### config.mk
export PLATFORM = sky130hd
export DESIGN_NAME = ajbh_front
export DESIGN_NICKNAME = d
export VERILOG_FILES = /design/src/audio_jitter_buffer_hysteresis_defines.svh /design/src/ajbh_pkg.sv /design/src/ajbh_front.sv
export SDC_FILE = /design/constraint.sdc
export NUM_CORES = 1
export LEC_CHECK = 0
export ABC_AREA = 1
export BUFFER_PORTS_ARGS = -buffer_cell sky130_fd_sc_hd__clkbuf_2
export CAP_MARGIN = 40
export CORE_MARGIN = 10
export CORE_UTILIZATION = 49
export DETAILED_ROUTE_END_ITERATION = 10
export PLACE_DENSITY = 0.72
export SLEW_MARGIN = 10
export SYNTH_ARGS = -nofsm -noshare
export SYNTH_HDL_FRONTEND = slang
export SYNTH_SLANG_ARGS = --single-unit
### constraint.sdc
create_clock -name clock -period 2.78 [get_ports clock]
set_input_delay 0.417 -clock clock [delete_from_list [all_inputs] [get_ports clock]]
set_output_delay 0.417 -clock clock [all_outputs]
set_load 0.02 [all_outputs]
### src/audio_jitter_buffer_hysteresis_defines.svh
// Assertion macros shared by the jitter buffer RTL.
`ifndef AUDIO_JITTER_BUFFER_HYSTERESIS_DEFINES_SVH
`define AUDIO_JITTER_BUFFER_HYSTERESIS_DEFINES_SVH

// Implication checked on every clock edge outside reset.
`define AJBH_ASSERT_IMPLY(label, ante, cons, msg) \
   label: assert property (@(posedge clock) disable iff (reset) (ante) |-> (cons)) \
      else $error(msg);

// Condition that must never be seen outside reset.
`define AJBH_ASSERT_NEVER(label, cond, msg) \
   label: assert property (@(posedge clock) disable iff (reset) !(cond)) \
      else $error(msg);

`endif

### src/ajbh_pkg.sv
// Types and constants of the audio jitter buffer.
package ajbh_pkg;

   localparam int CSR_DATA_BITS = 12;
   localparam int CSR_INDEX_BITS = 3;
   localparam int LEVEL_BITS = 5;
   localparam int THRESH_BITS = 6;
   localparam int QUEUE_DEPTH = 2;

   typedef enum logic [CSR_INDEX_BITS-1:0] {
      CSR_BLOCK_LEN       = 3'd0,
      CSR_CAPACITY_BLOCKS = 3'd1,
      CSR_UNDERFLOW_ENTER = 3'd2,
      CSR_UNDERFLOW_EXIT  = 3'd3,
      CSR_OVERFLOW_RESUME = 3'd4
   } ajbh_csr_index_type;

   typedef enum logic {
      OP_PUSH = 1'b0,
      OP_POP  = 1'b1
   } ajbh_op_type;

   typedef enum logic [1:0] {
      ST_PUSH_STORED  = 2'd0,
      ST_PUSH_DISCARD = 2'd1,
      ST_POP_DATA     = 2'd2,
      ST_POP_SILENCE  = 2'd3
   } ajbh_status_type;

   typedef enum logic {
      BK_RUN  = 1'b0,
      BK_READ = 1'b1
   } ajbh_back_state_type;

   typedef struct packed {
      logic               req_type;
      logic signed [31:0] sample_in;
   } ajbh_req_type;

   typedef struct packed {
      logic [1:0]            status;
      logic signed [31:0]    sample_out;
      logic                  block_end;
      logic [LEVEL_BITS-1:0] level_blocks;
      logic                  in_underflow;
      logic                  in_overflow;
   } ajbh_rsp_type;

   typedef struct packed {
      ajbh_op_type        op;
      logic signed [31:0] sample;
   } ajbh_item_type;

   typedef struct packed {
      logic [CSR_DATA_BITS-1:0]  block_len;
      logic [LEVEL_BITS-1:0]     capacity_blocks;
      logic [THRESH_BITS-1:0]    underflow_enter;
      logic [THRESH_BITS-1:0]    underflow_exit;
      logic [THRESH_BITS-1:0]    overflow_resume;
   } ajbh_cfg_type;

endpackage

### src/ajbh_front.sv
// Front end: accepts request beats, decodes push/pop and queues them.
module ajbh_front
   import ajbh_pkg::*;
(
   input  logic          clock,
   input  logic          reset,
   input  logic          req_valid,
   output logic          req_ready,
   input  ajbh_req_type  req_data,
   output logic          q_valid,
   output ajbh_item_type q_item,
   input  logic          q_take
);

   localparam int PTR_W = $clog2(QUEUE_DEPTH);
   localparam int CNT_W = $clog2(QUEUE_DEPTH + 1);

   ajbh_item_type    slot_ff [QUEUE_DEPTH];
   logic [PTR_W-1:0] wr_ptr_ff, wr_ptr_in;
   logic [PTR_W-1:0] rd_ptr_ff, rd_ptr_in;
   logic [CNT_W-1:0] count_ff, count_in;
   logic             push_en;
   ajbh_item_type    item_dec;

   assign req_ready = (count_ff != CNT_W'(QUEUE_DEPTH));
   assign push_en   = req_valid && req_ready;
   assign q_valid   = (count_ff != '0);
   assign q_item    = slot_ff[rd_ptr_ff];

   always_comb begin
      item_dec.op     = ajbh_op_type'(req_data.req_type);
      item_dec.sample = req_data.sample_in;
   end

   always_comb begin
      wr_ptr_in = wr_ptr_ff;
      rd_ptr_in = rd_ptr_ff;
      count_in  = count_ff;
      if (push_en) begin
         wr_ptr_in = (wr_ptr_ff == PTR_W'(QUEUE_DEPTH - 1)) ? '0 : wr_ptr_ff + 1'b1;
      end
      if (q_take) begin
         rd_ptr_in = (rd_ptr_ff == PTR_W'(QUEUE_DEPTH - 1)) ? '0 : rd_ptr_ff + 1'b1;
      end
      if (push_en && !q_take) begin
         count_in = count_ff + 1'b1;
      end else if (!push_en && q_take) begin
         count_in = count_ff - 1'b1;
      end
   end

   always_ff @(posedge clock) begin
      if (reset) begin
         wr_ptr_ff <= '0;
         rd_ptr_ff <= '0;
         count_ff  <= '0;
      end else begin
         wr_ptr_ff <= wr_ptr_in;
         rd_ptr_ff <= rd_ptr_in;
         count_ff  <= count_in;
      end
   end

   always_ff @(posedge clock) begin
      if (push_en) begin
         slot_ff[wr_ptr_ff] <= item_dec;
      end
   end

endmodule

==> qor.json, run 1 <==
{
  "outcome": {
    "outcome": "finished clean"
  },
  "hold_path": {
    "hold-path-cell-count": 2,
    "hold_path.class": "in2reg",
    "hp-start": "reset"
  },
  "sta": {
    "fmax_mhz": 493.5,
    "setup_failing_eps_final": 0,
    "post-route-period-util_pct": 72.90,
    "tightestPinTransition_ps": 494.8,
    "fin_hold_ws_ps": 261.8,
    "report.final.hold_viol_count": 0,
    "period_needed_ps": 2027,
    "rsz0062_at_grt": "no",
    "timing.slew.headroom_pct": 66.93,
    "finalClockSkew_ps": 8.387,
    "number_of_pins_with_negative_max_slew_slack_in_the_final_report": 0,
    "setup_total_negative_slack_ps": 0
  },
  "setup_path": {
    "cp_max_fo": 27,
    "crit_buf_inv": 2,
    "slowest_stage_cell_on_the_critical_path": "dfxtp_2",
    "cp-end-kind": "output pin",
    "timing.setup.critical_path_class": "reg2out",
    "regToRegSetupSlack_ps": 1150,
    "timing.rr.start": "count_ff[0]",
    "worstSetupStartpointType": "register",
    "cp_top_family": "flip-flops",
    "worst_ep_arrival_ps": 1610,
    "regToRegEndpoint": "slot_ff[1][11]",
    "timing.critical_path.required_ps": 2360,
    "worst_stage_delay_on_the_critical_path_ps": 480,
    "worstPathCellList": "buf_12 -> mux2_2 -> clkbuf_2",
    "worst_r2r_path_depth": 5
  },
  "cts": {
    "clkLatencyLatePin_ps": 330,
    "post_cts_buffers": 0,
    "resized_after_cts": 0,
    "clockBufferDepth": 2,
    "root_buffer": "clkbuf_8",
    "cts.hold.buffers_added": 0,
    "clkSinkCount": 71,
    "ctsHtreeMaxLevel": 3,
    "clock_tree_from_tritoncts": "built",
    "clk_pin_slew_ps": 70,
    "tritoncts.num_buffers": 9
  },
  "global_routing": {
    "grt_pass1_wl_um": 7272,
    "gr-usage-all-layers_pct": 10.82,
    "maximum_number_of_pins_on_one_net_before_global_route_repair": 28,
    "grt_pass1_vias": 1562,
    "grt.overflow.total": 0,
    "antenna_found_initial": 0
  },
  "layout": {
    "mostFrequentLayoutCell": "clkbuf_2",
    "synthesis_to_layout_area_growth_pct": 23.48,
    "post_route_cell_area_um2": 3422,
    "finalNonFillerCells": 295,
    "leading_cell_types_in_the_layout_fill_and_taps_excluded": "clkbuf_2, edfxtp_1, mux2_4",
    "final_nets": 257,
    "fillers": 409,
    "final_layout_size_suffix_gt1_share_pct": 54.71,
    "diodes": 0
  },
  "floorplanning": {
    "start_util_pct": 50.33,
    "design.portCount": 72,
    "die_area_um2": 9064,
    "core_um2": 5507,
    "die_height_um": 95.21,
    "num_rows": 27,
    "die_width_um": 95.21
  },
  "pwr": {
    "power_leakage_nw": 1.406,
    "power_per_cell_area_nw_per_um2": 744.9,
    "vdd_drop_max_mv": 0.5286
  },
  "logic_synthesis": {
    "post_synth_and_or_nand_nor_area_fraction_pct": 2.302,
    "ys_seq_elements": 71,
    "synth_top_family_by_area": "multiplexers",
    "post_synth.cell_area_avg_um2": 20.08,
    "seq_area_frac_synth_pct": 75.12,
    "synth-compound-area-share_pct": 0.5418,
    "synth_edf_count": 66,
    "synth_cell_types": 15,
    "mappedNetlistNets": 176,
    "post_synthesis_xor_xnor_area_fraction_pct": 0.3160,
    "postSynthCellCount": 138,
    "ys_async_sr_fraction_pct": 0,
    "ys.warnings.count": 0,
    "synth_mux_area_share_pct": 17.47,
    "synth_top_flop_cell": "edfxtp_1",
    "synth-adder-area-share_pct": 0.4515,
    "netlist_area_um2": 2771
  },
  "routing": {
    "drtPass1Iterations": 4,
    "route.detailed.wl_per_inst_um": 16.33,
    "wl_um": 4818,
    "drcViolationCount": 0,
    "vias_per_cell": 4.736,
    "vias": 1397,
    "initialDrtViolationCount": 71,
    "final_antenna_net_count": 0
  },
  "placed_design": {
    "gp_congestion": 0.6894,
    "post-dp-hpwl_um": 3553,
    "place.detailed.instances": 280,
    "post_dp_cell_area_um2": 3222,
    "place.port_buffers": 71
  },
  "flow_run": {
    "timing.max_cap.violations": 0
  }
}
==> flip-flops by register name, indices dropped and copies added (netlist names), named ones only <==
signal	flops
slot_ff	66
rd_ptr_ff	1
wr_ptr_ff	1
count_ff	2
==> worst register-to-register path, delay by kind of cell, from the launching register on <==
kind                   cells  cell delay [ps]
buffers and inverters      2              330
DFF                        1              330
and+or+nand+nor            3              680
==> power breakdown <==
group          switching, mW  internal [mW]  leakage (nW)  total (mW)
clock network          0.334          0.489         0.102       0.823
logic                  0.237          0.188         0.647       0.425
registers             0.0307           1.27         0.657        1.30
==> layer usage <==
layer	up-vias	global-route usage, %	part of all wire, %
met2	38	18.98	55
met1	670	10.74	36
met3	9	4.242	7.8
met5	-	0	0
li1	680	-	-
met4	0	5.985	2.0
==> worst max-delay path by stage <==
| stage | start | endpoint | slack [ps] | depth (start not counted) |
|---|---|---|---|---|
| after CTS | register | q_item[17] | 730 | 3 |
| after detailed placement | register | q_item[17] | 1100 | 3 |
| after floorplan | count_ff[0] | slot_ff[0][0] | 260 | 4 |
| after global placement | register | q_item[11] | 1120 | 3 |
| final | register | q_item[17] | 750 | 3 |
| after global routing | register | q_item[11] | 680 | 3 |
==> cell families after synthesis <==
group                      Yosys count
xor gates and xnor gates             1
DFF                                 71
buffers and inverters               13
AOI/OAI and AO/OA                    3
adders and majority gates            1
and+or+nand+nor                     16
muxes                               33
==> stage by stage <==
stage	worst slack [ps]	power, mW	utilization (%)
4_1_cts	732.6	2.584	62.14
6_report	753.5	2.549	62.14
5_1_grt	676.9	2.654	62.14
2_1_floorplan	260.5	1.619	-
3_3_place_gp	1123	1.749	58.51
3_5_place_dp	1100	1.760	58.51
==> Yosys cell counts (all sizes together) (2+ instances only) <==
| library cell | instances | area, um2 |
|---|---|---|
| buf | 4 | 71.32 |
| dfxtp | 5 | 100.1 |
| edfxtp | 66 | 1982 |
| inv | 9 | 33.78 |
| mux2 | 33 | 484.2 |
| nand2 | 7 | 26.28 |
| nor2 | 7 | 26.28 |
| o21ai | 2 | 10.01 |
==> cell type report <==
type	instances	area, um2	area share, %
Sequential cell	71	2083	60.88
Clock inverter	6	76.32	2.230
Clock buffer	9	123.9	3.620
Multi-Input combinational cell	54	599.3	17.51
Tap cell	72	90.09	2.633
Inverter	9	33.78	0.9872
Timing Repair Buffer	74	415.4	12.14
Power figures use the tool's default switching activity.
==> run 2: changes to the inputs <==
--- a/config.mk
+++ b/config.mk
@@ -5,13 +5,13 @@
 export SDC_FILE = /design/constraint.sdc
 export NUM_CORES = 1
 export LEC_CHECK = 0
-export ABC_AREA = 1
+export ABC_AREA = 0
 export BUFFER_PORTS_ARGS = -buffer_cell sky130_fd_sc_hd__clkbuf_2
 export CAP_MARGIN = 40
 export CORE_MARGIN = 10
-export CORE_UTILIZATION = 49
+export CORE_UTILIZATION = 46
 export DETAILED_ROUTE_END_ITERATION = 10
-export PLACE_DENSITY = 0.72
+export PLACE_DENSITY = 0.71
 export SLEW_MARGIN = 10
 export SYNTH_ARGS = -nofsm -noshare
 export SYNTH_HDL_FRONTEND = slang
==> constraint.sdc (replaced) <==
create_clock -name clock -period 1.7 [get_ports clock]
set_input_delay 0.255 -clock clock [delete_from_list [all_inputs] [get_ports clock]]
set_output_delay 0.255 -clock clock [all_outputs]
set_load 0.02 [all_outputs]
==> run 2 against run 1 <==
  * Via count fell by 2.6%
  * Routed wire length down 1.9%
  * Total power up 74%
  * Clock power increased by 87%
  * Sequential cell count unchanged
  * Worst setup slack got worse by 690 ps
  * Synthesized area decreased by 6.1%
  * Hold slack worse by 150 ps
  * Die area is essentially flat
  * Sequential share of layout area increased by 1.5 points
  * Non-clock buffer count is 5 higher
  * Critical path type unchanged
  * Largest power group unchanged
==> qor.json, run 2 <==
{
  "logic_synthesis": {
    "synth-adder-area-share": {"value": 0.4808, "unit": "%", "change": "+0.029 points"},
    "synth_edf_count": {"value": 66, "change": "unchanged"},
    "yosysMostFrequentCell": "edfxtp_1",
    "synth_top_family_by_area": "multiplexers",
    "synth.top_cells.by_count": "edfxtp_1, mux2_2, dfxtp_1",
    "post_synth_and_or_nand_nor_area_fraction": {"value": 2.212, "unit": "%", "change": "-0.091 points"},
    "ys.warnings.count": {"value": 0, "change": "unchanged"},
    "synth_cell_types": {"value": 18, "change": "+3"},
    "synth-compound-area-share": {"value": 0.9615, "unit": "%", "change": "+0.42 points"},
    "ys_seq_elements": {"value": 71, "change": "unchanged"},
    "synth_top_cell_by_area": "edfxtp_1",
    "ys_async_sr_fraction": {"value": 0, "unit": "%", "change": "unchanged"},
    "mappedNetlistNets": {"value": 165, "change": "-6.3%"},
    "postSynthCellCount": {"value": 127, "change": "-8.0%"},
    "synth_top_flop_cell": "edfxtp_1",
    "synth_mux_area_share": {"value": 14.28, "unit": "%", "change": "-3.2 points"},
    "netlist_area": {"value": 2602, "unit": "um2", "change": "-6.1%"},
    "synth_top_cells_by_area": "edfxtp_1, mux2_2, dfxtp_1, buf_2, xor2_1",
    "seq_area_frac_synth": {"value": 80.00, "unit": "%", "change": "+4.9 points"},
    "post_synth.cell_area_avg": {"value": 20.49, "unit": "um2", "change": "+2.0%"},
    "post_synthesis_xor_xnor_area_fraction": {"value": 1.010, "unit": "%", "change": "+0.69 points"},
    "yosys.area.top_type_share": {"value": 76.15, "unit": "%", "change": "+4.6 points"}
  },
  "sta": {
    "fmax_mhz": 610.4,
    "tightestPinTransition": {"value": 276.2, "unit": "ps", "change": "-218.6 ps"},
    "report.final.hold_viol_count": {"value": 0, "change": "unchanged"},
    "number_of_pins_with_negative_max_slew_slack_in_the_final_report": {"value": 0, "change": "unchanged"},
    "timing.slew.headroom": {"value": 81.58, "unit": "%", "change": "+15 points"},
    "setup_failing_eps_final": {"value": 0, "change": "unchanged"},
    "finalClockSkew": {"value": 6.324, "unit": "ps", "change": "-2.063 ps"},
    "post-route-period-util_pct": 96.36,
    "period_needed_ps": 1638,
    "rsz0062_at_grt": "yes"
  },
  "global_routing": {
    "grt.busiest_layer": "met2",
    "grt.met2_usage": {"value": 17.10, "unit": "%", "change": "-1.9 points"},
    "grt.overflow.total": {"value": 0, "change": "unchanged"},
    "grt_pass1_wl": {"value": 7017, "unit": "um", "change": "-3.5%"},
    "grt_pass1_vias": {"value": 1441, "change": "-7.7%"},
    "gr-usage-all-layers": {"value": 10.53, "unit": "%", "change": "-0.29 points"},
    "grt_use_met1": {"value": 11.15, "unit": "%", "change": "+0.41 points"},
    "maximum_number_of_pins_on_one_net_before_global_route_repair": {"value": 21, "change": "-25%"},
    "antenna_found_initial": {"value": 0, "change": "unchanged"},
    "grt_util_met3": {"value": 4.085, "unit": "%", "change": "-0.16 points"}
  },
  "setup_path": {
    "worstSetupStartpointType": "register",
    "cp_max_fo": {"value": 10, "change": "-63%"},
    "cp_top_family": "flip-flops",
    "timing.setup.critical_path_class": "reg2out",
    "slowest_stage_cell_on_the_critical_path": "dfxtp_4",
    "crit_buf_inv": {"value": 2, "change": "unchanged"},
    "worst_stage_delay_on_the_critical_path": {"value": 380, "unit": "ps", "change": "-100 ps"},
    "timing.critical_path.required": {"value": 1440, "unit": "ps", "change": "-920 ps"},
    "cp-end-kind": "output pin",
    "worst_ep_arrival": {"value": 1380, "unit": "ps", "change": "-230 ps"},
    "worstPathCellList": "buf_6 -> mux2_2 -> clkbuf_2"
  },
  "placed_design": {
    "post-dp-hpwl": {"value": 3408, "unit": "um", "change": "-4.1%"},
    "place.detailed.instances": {"value": 273, "change": "-2.5%"},
    "gp_congestion": {"value": 0.6778, "change": "-1.7%"},
    "place.port_buffers": {"value": 71, "change": "unchanged"}
  },
  "cts": {
    "tritoncts.num_buffers": {"value": 9, "change": "unchanged"},
    "clockBufferDepth": {"value": 2, "change": "unchanged"},
    "clkSinkCount": {"value": 71, "change": "unchanged"},
    "post_cts_buffers": {"value": 0, "change": "unchanged"},
    "ctsHtreeMaxLevel": {"value": 3, "change": "unchanged"},
    "clk_pin_slew": {"value": 70, "unit": "ps", "change": "about the same"},
    "clock_tree_from_tritoncts": "built",
    "root_buffer": "clkbuf_8",
    "clkLatencyLatePin": {"value": 330, "unit": "ps", "change": "about the same"}
  },
  "floorplanning": {
    "core": {"value": 5507, "unit": "um2", "change": "unchanged"},
    "die_width": {"value": 95.22, "unit": "um", "change": "about the same"},
    "die_area": {"value": 9066, "unit": "um2", "change": "about the same"},
    "start_util": {"value": 47.26, "unit": "%", "change": "-3.1 points"},
    "die_height": {"value": 95.22, "unit": "um", "change": "about the same"},
    "design.portCount": {"value": 72, "change": "unchanged"},
    "num_rows": {"value": 27, "change": "unchanged"}
  },
  "layout": {
    "final_nets": {"value": 251, "change": "-2.3%"},
    "top_regs": "slot_ff (66), count_ff (2)",
    "finalNonFillerCells": {"value": 290, "change": "-1.7%"},
    "diodes": {"value": 0, "change": "unchanged"},
    "largest_register": "slot_ff",
    "final_layout_size_suffix_gt1_share": {"value": 61.01, "unit": "%", "change": "+6.3 points"},
    "flip_flop_count_of_the_largest_register_all_copies_and_words_added": {"value": 66, "change": "unchanged"},
    "synthesis_to_layout_area_growth_pct": 28.46,
    "leading_cell_types_in_the_layout_fill_and_taps_excluded": "clkbuf_2, edfxtp_1, mux2_2",
    "mostFrequentLayoutCell": "clkbuf_2"
  },
  "pwr": {
    "vdd_drop_max": {"value": 0.6305, "unit": "mV", "change": "+19%"},
    "power_per_cell_area": {"value": 1326, "unit": "nW/um2", "change": "+78%"},
    "power_leakage": {"value": 1.298, "unit": "nW", "change": "-7.7%"},
    "totalPowerFinal": {"value": 4.434, "unit": "mW", "change": "+74%"}
  },
  "routing": {
    "wl": {"value": 4727, "unit": "um", "change": "-1.9%"},
    "final_antenna_net_count": {"value": 0, "change": "unchanged"},
    "route.detailed.wl_per_inst": {"value": 16.30, "unit": "um", "change": "-0.20%"},
    "drtPass1Iterations": {"value": 4, "change": "unchanged"},
    "drcViolationCount": {"value": 0, "change": "unchanged"},
    "vias_per_cell": {"value": 4.690, "change": "-0.97%"},
    "vias": {"value": 1360, "change": "-2.6%"},
    "initialDrtViolationCount": {"value": 48, "change": "-32%"}
  },
  "flow_run": {
    "timing.max_cap.violations": {"value": 0, "change": "unchanged"}
  },
  "outcome": {
    "outcome": "finished clean"
  },
  "hold_path": {
    "hold_path.class": "in2reg"
  }
}
run 2: layer usage:
| layer | up-vias | wire, um |
|---|---|---|
| li1 | 665 | - |
| met1 | 644 | 1814 |
| met2 | 43 | 2421 |
| met3 | 8 | 394 |
| met4 | 0 | 97 |
| met5 | - | 0 |
run 2: cell families (layout without fill, tap and decap cells):
family / count (synthesis) / after routing
XOR/XNOR: 3 / 3
AO/OA/AOI/OAI: 4 / 4
buffers and inverters: 6 / 97
multiplexers: 33 / 33
adder cells (fa/ha/maj): 1 / 1
flip-flops: 71 / 71
AND/OR/NAND/NOR: 9 / 9
run 2: per-stage QoR:
step	util, %	setup TNS, ps	setup slack, ps	hold WS, ps	area, um2
after floorplan	-	0	180.8	324.1	2608
after global placement	56.03	0	228.7	443.8	3085
after detailed placement	56.03	0	141.7	447.7	3085
after CTS	60.30	-230.1	-28.02	91.87	3321
after global routing	60.71	-5.126	-5.126	80.75	3343
final	60.71	0	61.83	108.9	3343
run 2: repair_timing:
| item | 4_1_cts | 5_1_grt |
|---|---|---|
| gates cloned | 0 | 1 |
| setup endpoints to repair | 15 | 33 |
| gates resized for setup | 0 | 7 |
| hold buffers | 0 | 0 |
run 2: worst paths after layout:
path	cells after the start	startpoint	end	slack (ps)
worst max-delay path	3	register	q_item[18]	60
worst min-delay path	1	req_data[3]	slot_ff[1][3]	110
worst min register to register	2	rd_ptr_ff	rd_ptr_ff	520
worst max register to register	5	count_ff[0]	count_ff[1]	140
run 2: power by group:
| part | leakage [nW] | internal, mW | switching (mW) | total (mW) |
|---|---|---|---|---|
| combinational | 0.523 | 0.300 | 0.430 | 0.730 |
| clock | 0.117 | 0.964 | 0.577 | 1.54 |
| sequential | 0.658 | 2.11 | 0.0510 | 2.16 |
| total | 1.30 | 3.38 | 1.06 | 4.43 |
run 2: worst register-to-register path: stages, from the launching register on:
cell and delay (ps):
dfxtp_1 350, nand2b_4 170, and2_1 160, ha_1 310, or3_1 360, a21oi_1 150
run 2: final cells by class:
type / count / area [um2]
repair buffers: 79 / 426.7
inverters: 2 / 11.26
multi-input cells: 50 / 494.2
clock buffers: 9 / 123.9
flip-flops and latches: 71 / 2086
fillers: 429 / 2163
well taps: 72 / 90.09
clock inverters: 7 / 111.4
